--- config.mk ---
export PLATFORM = sky130hd
export DESIGN_NAME = mbet_queue
export DESIGN_NICKNAME = d
export VERILOG_FILES = /design/src/rtl/mbet_pkg.sv /design/src/rtl/mbet_queue.sv
export SDC_FILE = /design/constraint.sdc
export NUM_CORES = 1
export LEC_CHECK = 0
export ABC_CLOCK_PERIOD_IN_PS = 3900
export BUFFER_PORTS_ARGS = -buffer_cell sky130_fd_sc_hd__buf_2
export CORE_MARGIN = 2
export CORE_UTILIZATION = 45
export DETAILED_ROUTE_END_ITERATION = 16
export GPL_TIMING_DRIVEN = 0
export PLACE_DENSITY = 0.82
export SYNTH_ARGS = -nofsm -noshare
export SYNTH_HDL_FRONTEND = slang
export SYNTH_SLANG_ARGS = --single-unit
--- constraint.sdc ---
create_clock -name clk_i -period 3.9 [get_ports clk_i]
set_clock_uncertainty 0.05 [all_clocks]
set_input_delay 0.585 -clock clk_i [delete_from_list [all_inputs] [get_ports clk_i]]
set_output_delay 0.585 -clock clk_i [all_outputs]
set_load 0.02 [all_outputs]
--- src/rtl/mbet_pkg.sv ---
// ----------------------------------------------------------------------------
// mbet_pkg
// Shared constants, types and helpers of the escape-time pixel core.
// ----------------------------------------------------------------------------
package mbet_pkg;

  localparam int COORD_BITS = 12;
  localparam int FRAC_BITS  = 24;
  localparam int ITER_BITS  = 16;

  localparam int WORD_BITS  = 32;              // component word
  localparam int SIZE_BITS  = 13;              // image size register
  localparam int RAD_BITS   = 31;              // escape radius register
  localparam int IDX_BITS   = 3;               // config register index
  localparam int MAG_BITS   = COORD_BITS + WORD_BITS + 1; // |index * span|
  localparam int DCNT_BITS  = $clog2(MAG_BITS);
  localparam int SAT_BITS   = 72;              // width of saturation input

  localparam logic signed [WORD_BITS-1:0] RST_X_MIN = -32'sd33554432;
  localparam logic signed [WORD_BITS-1:0] RST_X_MAX = 32'sd16777216;
  localparam logic signed [WORD_BITS-1:0] RST_Y_MIN = -32'sd16777216;
  localparam logic signed [WORD_BITS-1:0] RST_Y_MAX = 32'sd16777216;
  localparam logic [SIZE_BITS-1:0]        RST_WIDTH = 13'd1024;
  localparam logic [SIZE_BITS-1:0]        RST_HEIGHT = 13'd1024;
  localparam logic [ITER_BITS-1:0]        RST_MAX_ITER = ITER_BITS'(256);
  localparam logic [RAD_BITS-1:0]         RST_RADIUS = 31'd33554432;

  typedef enum logic [IDX_BITS-1:0] {
    REG_X_MIN    = 3'd0,
    REG_X_MAX    = 3'd1,
    REG_Y_MIN    = 3'd2,
    REG_Y_MAX    = 3'd3,
    REG_WIDTH    = 3'd4,
    REG_HEIGHT   = 3'd5,
    REG_MAX_ITER = 3'd6,
    REG_RADIUS   = 3'd7
  } reg_idx_e;

  typedef struct packed {
    logic signed [WORD_BITS-1:0] x_min;
    logic signed [WORD_BITS-1:0] x_max;
    logic signed [WORD_BITS-1:0] y_min;
    logic signed [WORD_BITS-1:0] y_max;
    logic [SIZE_BITS-1:0]        image_width;
    logic [SIZE_BITS-1:0]        image_height;
    logic [ITER_BITS-1:0]        max_iter;
    logic [RAD_BITS-1:0]         escape_radius;
  } cfg_t;

  // Point c handed from the front to the back.
  typedef struct packed {
    logic signed [WORD_BITS-1:0] cre;
    logic signed [WORD_BITS-1:0] cim;
  } point_t;

  typedef enum logic [1:0] {
    FR_IDLE,
    FR_DIV,
    FR_PUSH
  } front_state_e;

  typedef enum logic [1:0] {
    BK_IDLE,
    BK_MUL,
    BK_UPD
  } back_state_e;

  // Clamp a wide signed value to the component word.
  function automatic logic signed [WORD_BITS-1:0] sat_word(
    input logic signed [SAT_BITS-1:0] v
  );
    logic signed [SAT_BITS-1:0] hi;
    logic signed [SAT_BITS-1:0] lo;
    hi = SAT_BITS'(signed'({1'b0, {(WORD_BITS-1){1'b1}}}));
    lo = -hi - SAT_BITS'(1);
    if (v > hi) begin
      return hi[WORD_BITS-1:0];
    end else if (v < lo) begin
      return lo[WORD_BITS-1:0];
    end
    return v[WORD_BITS-1:0];
  endfunction

endpackage

--- src/rtl/mbet_queue.sv ---
// ----------------------------------------------------------------------------
// mbet_queue
// Two-entry queue of mapped points between front and back.
// ----------------------------------------------------------------------------
module mbet_queue (
  input  logic             clk_i,
  input  logic             rst_ni,
  input  logic             push_valid_i,
  output logic             push_ready_o,
  input  mbet_pkg::point_t push_data_i,
  output logic             pop_valid_o,
  input  logic             pop_ready_i,
  output mbet_pkg::point_t pop_data_o
);
  import mbet_pkg::*;

  point_t     mem_q [2];
  logic       wr_q, wr_d, rd_q, rd_d;
  logic [1:0] fill_q, fill_d;
  logic       push, pop;

  assign push_ready_o = (fill_q != 2'd2);
  assign pop_valid_o  = (fill_q != 2'd0);
  assign push = push_valid_i && push_ready_o;
  assign pop  = pop_ready_i && pop_valid_o;
  assign pop_data_o = mem_q[rd_q];

  always_comb begin
    wr_d   = push ? ~wr_q : wr_q;
    rd_d   = pop  ? ~rd_q : rd_q;
    fill_d = fill_q + 2'(push) - 2'(pop);
  end

  always_ff @(posedge clk_i or negedge rst_ni) begin
    if (!rst_ni) begin
      wr_q   <= 1'b0;
      rd_q   <= 1'b0;
      fill_q <= 2'd0;
    end else begin
      wr_q   <= wr_d;
      rd_q   <= rd_d;
      fill_q <= fill_d;
    end
  end

  always_ff @(posedge clk_i) begin
    if (push) begin
      mem_q[wr_q] <= push_data_i;
    end
  end

endmodule

======== Word-level counts from Yosys, hierarchy flattened ========
Memories as Yosys holds them, arrays and structs flattened.
Index checks and enable logic that the tools add are counted.
word-level totals
  register bits ........................... 4
  RAM bits ................................ 128
  output and inout port bits .............. 66
  word-level logic and storage cells ...... 14
  memories ................................ 1
memory list
  name   depth  bits a word  rd ports  clocked after Yosys merged registers in  wr ports  RTL line          RTL
  mem_q  2      64           1         0                                        1         mbet_queue.sv:17  point_t mem_q [2];
operators by class
  $add $sub $neg .......................... 2
  eq/ne operators ......................... 1
  mux-type cells .......................... 2
  bitwise logic cells ..................... 2
  reduce and logical (&&, ||, !) cells .... 3
operator list
  kind                                         count
  2-bit by 1-bit adder with 2-bit output       1
  1-bit logical AND                            2
  1-bit two-way mux                            2
  2-bit != test, second input constant         1
  1-bit NOT                                    2
  2-bit nonzero test                           1
  2-bit by 1-bit subtractor with 2-bit output  1

======== Logic depth before layout (Yosys ltp) ========
  depth in word-level cells ............... 4
  mapped depth ............................ 7
  gate-level depth less buffers ........... 7

======== Worst setup path before layout ========
Ideal clock, no wire load.
  kind .................................... register -> register
  from .................................... reg fill_q[1]
  to ...................................... mem mem_q[0][0] (netlist bit), enable pin
  library setup time ...................... 0.486 ns
  arrival ................................. 3.434 ns
  setup slack ............................. -0.070 ns
  stages on the path, launching flop included .. 4
  buffers on the path ..................... 0
  clock period less this slack ............ 3.970 ns
  cells stage by stage .................... dfrtp_1 nand2b_1 nand2_1 nor2_1
on the way
  cells in the longest elaborated chain, start to end .. 4
ends and longest elaborated chain
  item                                     RTL line          RTL
  start, declared                          mbet_queue.sv:19  logic [1:0] fill_q, fill_d;
  start signal, assigned                   mbet_queue.sv:42  fill_q <= fill_d;
  2-bit != test                            mbet_queue.sv:22  assign push_ready_o = (fill_q != 2'd2);
  via push_ready_o                         mbet_queue.sv:9   output logic push_ready_o,
  1-bit logical AND                        mbet_queue.sv:24  assign push = push_valid_i && push_ready_o;
  1-bit two-way mux                        mbet_queue.sv:47  if (push) begin
  1-bit two-way mux (not written as such)  mbet_queue.sv:48  mem_q[wr_q] <= push_data_i;
  end, declared                            mbet_queue.sv:17
The timed path passes the listed nets, and every way through them passes these cells.

==> metrics.txt <==
status completed; worst setup path start rd_q$_DFFE_PN0P_; Comb power frac 33.9%; setup ws final 1.56 ns; worst r2r dst mem_q[1][31]$_DFFE_PP_; iteration count of the initial detailed-routing pass 4; GRT overflow 0; R2R Setup Slk 2.10 ns; synth unique cells 16; post_cts resized 0; leak pwr 2.60 nW; clock power share 28.3%; Starting Density 46.1%; RSZ-0062 raised after global routing false; slowest library cell on the worst path dfrtp_1; TritonCTS Sinks 132; cell area after layout 6510 µm²; Area contributors post-synth edfxtp_1, mux2_4, mux2_2, dfrtp_1, buf_6; CTS tree built; die extent in x 110 µm; top cell type's share of synthesized area 76.5%; VDD IR-drop max 0.427 mV; nets@finish 441; Post-synth top cells edfxtp_1, mux2_4, mux2_2; setup_tns 0 ns; Max Cap Viol 0; antenna cells 0; sequential share of power 37.8%; Mapped Area 5020 µm²; post-synthesis sequential area ratio 78.5%; net switching fraction of the power 30.5%; Mean Syn Cell Area 23.3 µm²; Tcrit/Tclk final 60.1%; DP Worst Slack 1.95 ns; warnings from Yosys 0; Clock Root Buffer clkbuf_8; CTS clk-pin slew, worst paths 0.06 ns; routability cong. 0.653; Slew Viols, Final 0; Final Setup Violations 0; Peak Freq 427 MHz; Hold Worst Slack 0.221 ns; Critical Path Max Stage Delay 0.35 ns; Port Buffers 133; Final HPWL DP 5.40 mm; Tmin final 2.34 ns; number of top-level pins 134; final WL 8.18 mm; deepest clock path buffer count 2; Seq cells post-synth 132; Multi-input gate area 1020 µm²; cell taking the most area after synthesis edfxtp_1; CORE AREA 10900 µm²; Fillers 842; final core occ 59.8%; Die Footprint 12000 µm²; Reg2Reg Depth 2; DR WL/cell 15.6 µm; clock latency on the worst-skew pair 0.50 ns; Critical Path Fanout Max 10; number of CTS-inserted buffers 17; CP startpoint kind flip-flop; Hold WC Path Type in -> reg; share of layout cells above drive strength 1 61.7%; P_int 0.00373 W; count leader, synth edfxtp_1; vias 2473; Iter 0 DRT Violations 72; CP Capture Type output pin; area occupied by registers 3940 µm²; Synth Instances 216; Slew headroom 39.6%; Synth Flop Type edfxtp_1; CP cell instances buf_6 > buf_6 > mux2_4 > buf_2; post-synth net total 286; gr usage total 14.2%; ys async rst share 3.03%; Placement Rows 38; WP data arrival 1.71 ns; vias per cell 4.72; CTS Hold Bufs 1; Post-synth EDFFs 128; Critical Path End pop_data_o[28]; largest net degree at the start of global routing 65; postcts setup bufs 0; vias in the first global route 2628; worst-margin pin slew 0.905 ns; H-tree depth 4; FF-to-FF Start fill_q[1]$_DFF_PN0_; Hold Fails Final Rpt 0; Antenna Nets Post-Route 0; Crit path required time 3.26 ns; switching power 0.00164 W; initial antenna violation count 0; Placed Area 5920 µm²; Power Dens Cells 824 nW/µm²; Layout area overhead 29.5%; Top cell by count, worst path buf_6; type of the worst setup path reg -> out; die height 110 µm; first-pass GRT wire length 12.3 mm; DRC Markers 0
layout make-up:
cell class	count	area share, %
inverter	1	0.0577
multi-input combinational	76	15.6
sequential	132	60.6
clock buffer	18	6.42
buffer	7	1.12
timing repair buffer	136	11.0
clock inverter	14	2.50
tap	140	2.69
layout by cell type, fill, tap and decap left out, drive strengths merged:
master,netlist,final
ha,2,2
or2,1,1
nand2b,1,1
buf,7,142
xnor2,3,3
and2,1,1
dfrtp,4,4
nor2,1,1
bufinv,0,3
and3,1,1
nand2,1,1
xor2,1,1
clkinvlp,0,4
clkbuf,0,18
dlygate4sd3,0,1
edfxtp,128,128
inv,1,1
clkinv,0,7
mux2,64,64
worst max-delay path, delay by kind of cell (launching register included):
family	cells	cell delay [ns]
muxes	1	0.32
DFF	1	0.35
buffers and inverters	3	0.54
per-stage QoR:
step	std cells	power [W]
after floorplan	216	0.00338
after global placement	489	0.00385
after detailed placement	491	0.00390
after CTS	524	0.00544
after global routing	524	0.00563
final	524	0.00536
kinds of logic after synthesis:
family                   count (synthesis)  share of synthesized area (%)
buffers and inverters                    8                           1.52
multiplexers                            64                           18.1
adder cells (fa/ha/maj)                  2                          0.498
flip-flops                             132                           78.5
AND/OR/NAND/NOR                          6                          0.698
XOR/XNOR                                 4                          0.698
power by group through the flow:
stage	sequential, W	clock, W	combinational, W
after floorplan	0.00205	0	0.00134
after global placement	0.00207	0	0.00178
after detailed placement	0.00206	0	0.00184
after CTS	0.00203	0.00155	0.00185
after global routing	0.00205	0.00162	0.00195
final	0.00203	0.00152	0.00182
sequential cells by signal, indices dropped and copies added (netlist names):
signal and cells:
mem_q 128, fill_q 2, rd_q 1, wr_q 1
worst min-delay path by stage:
stage                         start                endpoint  slack (ns)  cells past startpoint
floorplan                    rst_ni     fill_q[0]$_DFF_PN0_        0.24                      0
global placement             rst_ni     fill_q[0]$_DFF_PN0_        0.34                      1
detailed placement           rst_ni     fill_q[0]$_DFF_PN0_        0.35                      1
CTS                 push_data_i[62]  mem_q[0][62]$_DFFE_PP_        0.19                      1
global route        push_data_i[62]  mem_q[1][62]$_DFFE_PP_        0.19                      1
finish              push_data_i[62]  mem_q[0][62]$_DFFE_PP_        0.22                      1
per-layer routing:
layer / up-vias / global-route usage [%] / wire [µm]
met1: 1218 / 15.8 / 3240
met4: 0 / 5.97 / 42
met2: 84 / 24.3 / 4370
met3: 4 / 5.51 / 530
li1: 1167 / - / -
met5: - / 0 / 0
Note: power is estimated with default switching activity, not from simulation.
