## config.mk

```make
export PLATFORM = sky130hd
export DESIGN_NAME = mbet_front
export DESIGN_NICKNAME = d
export VERILOG_FILES = /design/src/rtl/mbet_pkg.sv /design/src/rtl/mbet_front.sv
export SDC_FILE = /design/constraint.sdc
export NUM_CORES = 2
export LEC_CHECK = 0
export BUFFER_PORTS_ARGS = -buffer_cell sky130_fd_sc_hd__buf_4
export CORE_ASPECT_RATIO = 2
export CORE_MARGIN = 5
export CORE_UTILIZATION = 65
export CTS_CLUSTER_DIAMETER = 150
export CTS_CLUSTER_SIZE = 10
export DETAILED_ROUTE_END_ITERATION = 8
export GPL_TIMING_DRIVEN = 0
export PLACE_DENSITY = 0.88
export SLEW_MARGIN = 15
export SYNTH_ARGS = -nofsm -noshare
export SYNTH_HDL_FRONTEND = slang
export SYNTH_SLANG_ARGS = --single-unit
export TNS_END_PERCENT = 1
```

## constraint.sdc

```tcl
create_clock -name clk_i -period 7.7 [get_ports clk_i]
set_clock_uncertainty 0.1 [all_clocks]
set_input_delay 0.385 -clock clk_i [delete_from_list [all_inputs] [get_ports clk_i]]
set_output_delay 0.385 -clock clk_i [all_outputs]
set_load 0.03 [all_outputs]
```

## src/rtl/mbet_pkg.sv

```systemverilog
// ----------------------------------------------------------------------------
// mbet_pkg
// Shared constants, types and helpers of the escape-time pixel core.
// ----------------------------------------------------------------------------
package mbet_pkg;

  localparam int COORD_BITS = 12;
  localparam int FRAC_BITS  = 24;
  localparam int ITER_BITS  = 16;

  localparam int WORD_BITS  = 32;              // component word
  localparam int SIZE_BITS  = 13;              // image size register
  localparam int RAD_BITS   = 31;              // escape radius register
  localparam int IDX_BITS   = 3;               // config register index
  localparam int MAG_BITS   = COORD_BITS + WORD_BITS + 1; // |index * span|
  localparam int DCNT_BITS  = $clog2(MAG_BITS);
  localparam int SAT_BITS   = 72;              // width of saturation input

  localparam logic signed [WORD_BITS-1:0] RST_X_MIN = -32'sd33554432;
  localparam logic signed [WORD_BITS-1:0] RST_X_MAX = 32'sd16777216;
  localparam logic signed [WORD_BITS-1:0] RST_Y_MIN = -32'sd16777216;
  localparam logic signed [WORD_BITS-1:0] RST_Y_MAX = 32'sd16777216;
  localparam logic [SIZE_BITS-1:0]        RST_WIDTH = 13'd1024;
  localparam logic [SIZE_BITS-1:0]        RST_HEIGHT = 13'd1024;
  localparam logic [ITER_BITS-1:0]        RST_MAX_ITER = ITER_BITS'(256);
  localparam logic [RAD_BITS-1:0]         RST_RADIUS = 31'd33554432;

  typedef enum logic [IDX_BITS-1:0] {
    REG_X_MIN    = 3'd0,
    REG_X_MAX    = 3'd1,
    REG_Y_MIN    = 3'd2,
    REG_Y_MAX    = 3'd3,
    REG_WIDTH    = 3'd4,
    REG_HEIGHT   = 3'd5,
    REG_MAX_ITER = 3'd6,
    REG_RADIUS   = 3'd7
  } reg_idx_e;

  typedef struct packed {
    logic signed [WORD_BITS-1:0] x_min;
    logic signed [WORD_BITS-1:0] x_max;
    logic signed [WORD_BITS-1:0] y_min;
    logic signed [WORD_BITS-1:0] y_max;
    logic [SIZE_BITS-1:0]        image_width;
    logic [SIZE_BITS-1:0]        image_height;
    logic [ITER_BITS-1:0]        max_iter;
    logic [RAD_BITS-1:0]         escape_radius;
  } cfg_t;

  // Point c handed from the front to the back.
  typedef struct packed {
    logic signed [WORD_BITS-1:0] cre;
    logic signed [WORD_BITS-1:0] cim;
  } point_t;

  typedef enum logic [1:0] {
    FR_IDLE,
    FR_DIV,
    FR_PUSH
  } front_state_e;

  typedef enum logic [1:0] {
    BK_IDLE,
    BK_MUL,
    BK_UPD
  } back_state_e;

  // Clamp a wide signed value to the component word.
  function automatic logic signed [WORD_BITS-1:0] sat_word(
    input logic signed [SAT_BITS-1:0] v
  );
    logic signed [SAT_BITS-1:0] hi;
    logic signed [SAT_BITS-1:0] lo;
    hi = SAT_BITS'(signed'({1'b0, {(WORD_BITS-1){1'b1}}}));
    lo = -hi - SAT_BITS'(1);
    if (v > hi) begin
      return hi[WORD_BITS-1:0];
    end else if (v < lo) begin
      return lo[WORD_BITS-1:0];
    end
    return v[WORD_BITS-1:0];
  endfunction

endpackage

```

## src/rtl/mbet_front.sv

```systemverilog
// ----------------------------------------------------------------------------
// mbet_front
// Map a pixel to its point c: multiply, then bit-serial division by the size.
// ----------------------------------------------------------------------------
module mbet_front (
  input  logic                            clk_i,
  input  logic                            rst_ni,
  input  mbet_pkg::cfg_t                  cfg_i,
  input  logic                            pix_valid_i,
  output logic                            pix_ready_o,
  input  logic [mbet_pkg::COORD_BITS-1:0] pixel_row_i,
  input  logic [mbet_pkg::COORD_BITS-1:0] pixel_col_i,
  output logic                            push_valid_o,
  input  logic                            push_ready_i,
  output mbet_pkg::point_t                push_data_o
);
  import mbet_pkg::*;

  front_state_e state_q, state_d;
  logic [DCNT_BITS-1:0] cnt_q, cnt_d;
  logic [MAG_BITS-1:0]  num_x_q, num_x_d, num_y_q, num_y_d;
  logic [SIZE_BITS:0]   rem_x_q, rem_x_d, rem_y_q, rem_y_d;
  logic                 neg_x_q, neg_x_d, neg_y_q, neg_y_d;

  logic [SIZE_BITS-1:0]        w, h;
  logic signed [WORD_BITS:0]   span_x, span_y;
  logic signed [MAG_BITS:0]    prod_x, prod_y;
  logic [SIZE_BITS:0]          sh_x, sh_y;
  logic                        qx, qy;
  logic signed [MAG_BITS+1:0]  qs_x, qs_y;
  logic signed [SAT_BITS-1:0]  sum_x, sum_y;

  assign w = (cfg_i.image_width  == '0) ? SIZE_BITS'(1) : cfg_i.image_width;
  assign h = (cfg_i.image_height == '0) ? SIZE_BITS'(1) : cfg_i.image_height;

  assign span_x = (WORD_BITS+1)'(cfg_i.x_max) - (WORD_BITS+1)'(cfg_i.x_min);
  assign span_y = (WORD_BITS+1)'(cfg_i.y_max) - (WORD_BITS+1)'(cfg_i.y_min);
  assign prod_x = (MAG_BITS+1)'(signed'({1'b0, pixel_col_i})) * (MAG_BITS+1)'(span_x);
  assign prod_y = (MAG_BITS+1)'(signed'({1'b0, pixel_row_i})) * (MAG_BITS+1)'(span_y);

  // One restoring-division step per cycle on both axes.
  assign sh_x = {rem_x_q[SIZE_BITS-1:0], num_x_q[MAG_BITS-1]};
  assign sh_y = {rem_y_q[SIZE_BITS-1:0], num_y_q[MAG_BITS-1]};
  assign qx   = (sh_x >= {1'b0, w});
  assign qy   = (sh_y >= {1'b0, h});

  assign qs_x  = neg_x_q ? -(MAG_BITS+2)'(num_x_q) : (MAG_BITS+2)'(num_x_q);
  assign qs_y  = neg_y_q ? -(MAG_BITS+2)'(num_y_q) : (MAG_BITS+2)'(num_y_q);
  assign sum_x = SAT_BITS'(cfg_i.x_min) + SAT_BITS'(qs_x);
  assign sum_y = SAT_BITS'(cfg_i.y_max) - SAT_BITS'(qs_y);

  always_comb begin
    state_d = state_q;
    case (state_q)
      FR_IDLE: if (pix_valid_i) state_d = FR_DIV;
      FR_DIV:  if (cnt_q == '0) state_d = FR_PUSH;
      FR_PUSH: if (push_ready_i) state_d = FR_IDLE;
      default: state_d = FR_IDLE;
    endcase
  end

  always_comb begin
    cnt_d   = cnt_q;
    num_x_d = num_x_q;
    num_y_d = num_y_q;
    rem_x_d = rem_x_q;
    rem_y_d = rem_y_q;
    neg_x_d = neg_x_q;
    neg_y_d = neg_y_q;
    case (state_q)
      FR_IDLE: begin
        neg_x_d = prod_x[MAG_BITS];
        neg_y_d = prod_y[MAG_BITS];
        num_x_d = prod_x[MAG_BITS] ? MAG_BITS'(-prod_x) : prod_x[MAG_BITS-1:0];
        num_y_d = prod_y[MAG_BITS] ? MAG_BITS'(-prod_y) : prod_y[MAG_BITS-1:0];
        rem_x_d = '0;
        rem_y_d = '0;
        cnt_d   = DCNT_BITS'(MAG_BITS - 1);
      end
      FR_DIV: begin
        rem_x_d = qx ? sh_x - {1'b0, w} : sh_x;
        rem_y_d = qy ? sh_y - {1'b0, h} : sh_y;
        num_x_d = {num_x_q[MAG_BITS-2:0], qx};
        num_y_d = {num_y_q[MAG_BITS-2:0], qy};
        cnt_d   = cnt_q - DCNT_BITS'(1);
      end
      default: ;
    endcase
  end

  always_ff @(posedge clk_i or negedge rst_ni) begin
    if (!rst_ni) begin
      state_q <= FR_IDLE;
    end else begin
      state_q <= state_d;
    end
  end

  always_ff @(posedge clk_i) begin
    cnt_q   <= cnt_d;
    num_x_q <= num_x_d;
    num_y_q <= num_y_d;
    rem_x_q <= rem_x_d;
    rem_y_q <= rem_y_d;
    neg_x_q <= neg_x_d;
    neg_y_q <= neg_y_d;
  end

  assign pix_ready_o      = (state_q == FR_IDLE);
  assign push_valid_o     = (state_q == FR_PUSH);
  assign push_data_o.cre  = sat_word(sum_x);
  assign push_data_o.cim  = sat_word(sum_y);

endmodule

```

* Yosys cells after proc, flatten, opt, wreduce, memory -nomap -nowiden *
Cells that the tools add are included.
W data, S select, Z words.

operators by class
  equality and inequality tests = 5
  muxes and demuxes = 27
  multiply operators = 2
  reductions and logical operators = 6
  $add $sub $neg = 11
  magnitude comparators = 6

operator list
  cell                    count
  $mux W32                6
  $pmux W45 S2            2
  $gt A48 B32 Y1 const B  2
  $lt A48 B32 Y1 const B  2
  $mux W47                2
  $neg A45 Y47            2
  $mul A13 B33 Y46        2
  $mux W45                2
  $neg A45 Y45            2
  $sub A32 B32 Y33        2
  $mux W13                4
  $pmux W13 S2            2
  $add A32 B47 Y48        1
  $sub A32 B47 Y48        1
  $ge A14 B13 Y1          2
  $logic_not A13 Y1       2
  $sub A13 B13 Y13        2
  $pmux W6 S2             1
  $logic_not A6 Y1        1
  $mux W2                 3
  $pmux W2 S3             1
  $sub A6 B1 Y6 const B   1
  $mux W1                 4
  $ne A2 B2 Y1 const B    2
  6 further kinds         6

storage, ports and cells
  output and inout port bits = 66
  register bits = 126
  bits of input ports = 229
  word-level logic and storage cells = 65

* Logic depth before layout (Yosys ltp) *
  depth in word-level cells = 7
  depth in mapped cells = 40
  depth with buffers taken out = 36

* Worst setup path after synthesis *
OpenSTA, ideal clock, no wires.

  path type = input-to-reg
  start point = input port cfg_i[171] (netlist name)
  end point = register num_x_q[44], data pin
  stages = 37
  slack = -1.700 ns
  path buffers = 3
  arrival = 9.165 ns
  setup time = 0.135 ns
  required time = 7.465 ns
  cells stage by stage = inv_1 ha_1 nor2b_1 o21ai_0 a21boi_0 o21a_1 o311a_1 o21ai_0 nand2b_1 a21o_1 a21oi_1 xnor2_1 clkbuf_1 and2_1 fa_1 inv_1 fa_1 inv_1 fa_1 fa_1 inv_1 fa_1 inv_1 ha_1 clkbuf_1 a21oi_1 o21bai_1 a221oi_1 o21ai_1 xor2_1 or3_1 clkbuf_1 or4_1 or3_1 or4_1 or4_1 nand3_1

on the way
  longest elaborated chain between the ends = 5

RTL lines
  item                  RTL line           RTL
  from (decl)           mbet_front.sv:8    input mbet_pkg::cfg_t cfg_i,
  $sub A32 B32 Y33 *    mbet_front.sv:36   assign span_x = (WORD_BITS+1)'(cfg_i.x_max) - (WORD_BITS+1)'(cfg_i.x_min);
  $mul A13 B33 Y46 *    mbet_front.sv:38   assign prod_x = (MAG_BITS+1)'(signed'({1'b0, pixel_col_i})) * (MAG_BITS+1)'(span_x);
  $neg A45 Y45          mbet_front.sv:74   num_x_d = prod_x[MAG_BITS] ? MAG_BITS'(-prod_x) : prod_x[MAG_BITS-1:0];
  $mux W45 *            mbet_front.sv:74
  $pmux W45 S2 *        mbet_front.sv:70   case (state_q)
  via num_x_d[44]       mbet_front.sv:21   logic [MAG_BITS-1:0] num_x_q, num_x_d, num_y_q, num_y_d;
  to (signal assigned)  mbet_front.sv:101  num_x_q <= num_x_d;
  to (decl)             mbet_front.sv:21

The timed path passes the listed nets; every way through them passes the cells marked *.
A chain may end at the register's enable or synchronous reset.

* Worst setup path in the final report *
  start point = input port cfg_i[180] (netlist name)
  end point = register num_x_q[44], data pin

The elaborated chain is that of the path after synthesis.

==> reports/results.tsv <==
metric	value	unit
met2 WL post-DR	101	mm
GRT Util Overall	0.509	
relative slew slack	0.106	
Final Setup Violations	153	
CP Class	in2reg	
r2r endpoint	rem_y_q[5]	
Slowest-stage cell, CP	fa_1	
cell area after layout	0.0586	mm2
worst slew pin tran	1.34	ns
Clk pin slew, worst setup/hold paths	0.07	ns
worst path bufs/invs	11	
# port buffers	228	
Finished Core Util	0.760	
via density per instance	6.70	
Max Cap Viol	0	
worst hold-check path type	in2reg	
top cells by area, synth	fa_1 (28%), ha_1 (9.7%), inv_1 (8.1%), edfxtp_1 (7.4%), nand2_1 (5.0%)	
Synth Flop Type	edfxtp_1	
Unique masters post-synth	88	
fillers	5597	
remaining antenna violation count after routing	0	
WL per Instance	27.5	um
number of synthesized register bits	126	
Arr. time, crit path	10.34	ns
r2r worst-path depth	15	
DP Area	0.0537	mm2
Async SR Flop Fraction	0.0159	
RSZ-0062 raised after global routing	true	
Gate Count Post-Synth	6380	
Setup crit start kind	input port	
Avg Inst Size Synth	7.91	um2
CTS Buffer Depth	3	
Synth top area share	0.279	
Core Region	0.0771	mm2
Min-Delay Endpoint	state_q[0]	
max layer used	met5	
Synth-to-Final Area Change	16.1	%
final number of hold-violating endpoints	0	
reg-to-reg startpoint	num_y_q[44]	
first-pass GRT wire length	319	mm
status	finished with violations	
Post-synth EDFFs	124	
period utilization	1.31	
Num Clock Sinks	126	
initial antenna violation count	19	
net count after synthesis	7703	
met3 wire length	21.2	mm
Placement Setup Slack	-4.55	ns
register-to-register setup slack	2.26	ns
WL met1	56.4	mm
CP max FO	6	
CTS tree	built	
Worst EP required	7.99	ns
H-Tree Depth	4	
largest net degree at the start of global routing	84	
CTS buffer count	25	
Starting Density	0.654	
drt pass-1 iters	9	
CP max stage delay	0.62	ns
gpl congestion	1.08	
row count	144	
later-pin clock latency in the skew report	0.52	ns
Final Max Tran Viols	0	
layout cells sized above 1	0.137	
DR vias	52200	
Crit path max-delay family	adder cells	
clk root buf	clkbuf_16	
die height	404	um
IO Count	295	
hold_sp	pix_valid_i	
final layout net count	8070	
post-synthesis sequential area ratio	0.0748	
Achievable Freq	0.0995	GHz
DRT iter0 DRCs	4916	
Residual DRC	2	
violated checks	DRC, setup timing	
Hold Path Depth	3	
largest area contributor in the netlist	fa_1	
Die ar.	0.0836	mm2
GRT overflow	0	
critical path endpoint category	register	
Synth warnings	0	
vias in the first global route	55100	
setup slack after layout	-2.35	ns
Final HPWL DP	166	mm
Chip Width	207	um
post-synthesis cell area	0.0504	mm2
Final min period	10.05	ns
final WL	214	mm
==> worst register-to-register path, stage by stage, from the launching register on <==
cell and delay [ns]:
edfxtp_1 0.37, inv_1 0.17, ha_1 0.22, fa_1 0.22
nor2b_1 0.06, o21ai_0 0.20, nand2b_1 0.15, a221oi_1 0.49
o21bai_1 0.12, a21o_1 0.22, a21o_1 0.19, a211o_1 0.31
a211oi_1 0.93, clkbuf_1 1.05, mux2i_1 0.32, nor2_1 0.06
==> area by class of cell <==
class	instances	area [um2]	share of cell area
Multi-Input combinational cell	4840	44100	0.753
Clock inverter	4	22.5	0.000384
Antenna cell	15	37.5	0.000641
Sequential cell	126	3770	0.0644
Tap cell	1022	1280	0.0218
Inverter	1095	4140	0.0707
Clock buffer	28	647	0.0110
Buffer	292	1580	0.0269
Timing Repair Buffer	367	2970	0.0508
==> cell usage after synthesis, drive strengths merged, types with 46 or more instances <==
cell type	count
fa	702
o31ai	51
nand2b	73
a31oi	72
nand3	115
nor3	100
o22ai	52
o21ai	226
ha	392
nor2b	92
nor4	51
nand2	672
xnor2	199
and2	384
a21o	146
a21oi	311
and3	62
nor2	313
o211ai	46
clkbuf	314
edfxtp	124
nand4	69
xor2	123
inv	1095
==> cells by family (layout without fill, tap and decap cells) <==
family,Yosys count,in the layout,share of synthesized area
compound gates,1250,1250,0.163
xor+xnor,322,322,0.0559
fa+ha+maj,1094,1094,0.376
buf+inv,1414,1786,0.105
flops,126,126,0.0748
mux,53,53,0.0109
other cells,0,15,0
simple gates,2121,2121,0.214
==> flip-flops by register name, indices dropped and copies added, names as in the netlist <==
signal	cells
cnt_q	6
num_y_q	45
num_x_q	45
state_q	2
neg_x_q	1
rem_y_q	13
rem_x_q	13
neg_y_q	1
==> worst max-delay path by stage <==
stage | startpoint | end | slack [ns] | cells past startpoint
floorplan | cfg_i[137] | num_x_q[44] | -1.13 | 38
global placement | cfg_i[73] | num_y_q[31] | -5.06 | 37
detailed placement | cfg_i[91] | num_y_q[26] | -4.55 | 37
CTS | cfg_i[137] | num_x_q[44] | -1.35 | 38
global route | cfg_i[170] | num_x_q[44] | -2.64 | 38
finish | cfg_i[180] | num_x_q[44] | -2.35 | 39
==> what timing repair did <==
item                       CTS  global route
hold buffers                 2             0
gates resized for setup    542           176
hold endpoints to repair     3             0
gates cloned                 1             0
setup endpoints to repair  153           154
buffers inserted            98            33
pin swaps                  122           125
==> cell usage in the layout, fill, tap and decap left out, types with 105 or more instances in the layout <==
cell type,synthesis,routed
ha_1,392,345
nand2_1,672,652
a21o_1,146,145
inv_1,1095,1074
a21oi_1,311,259
and2_1,383,376
fa_1,702,689
xor2_1,123,108
nor2_1,312,300
edfxtp_1,124,124
xnor2_1,199,170
buf_4,0,347
o21ai_0,222,178
clkbuf_1,314,210
nand3_1,115,105
==> per-layer routing <==
metal	vias to the layer above	GRT usage
met1	24700	0.421
met3	1941	0.185
met4	10	0.607
li1	21900	-
met5	-	0
met2	3642	0.838
==> metrics by stage <==
stage               hold WS, ns  TNS, ns  cells
floorplan               -0.0106   -87.35   6380
global placement         0.0831  -457.81   7630
detailed placement       0.0827  -380.98   7637
CTS                      0.0649  -123.90   7742
global route              0.105  -218.90   7780
finish                   0.0615  -179.30   7789
Power is not shown: default switching activity piles up to over one toggle a cycle in this logic, so the estimate is an artifact.
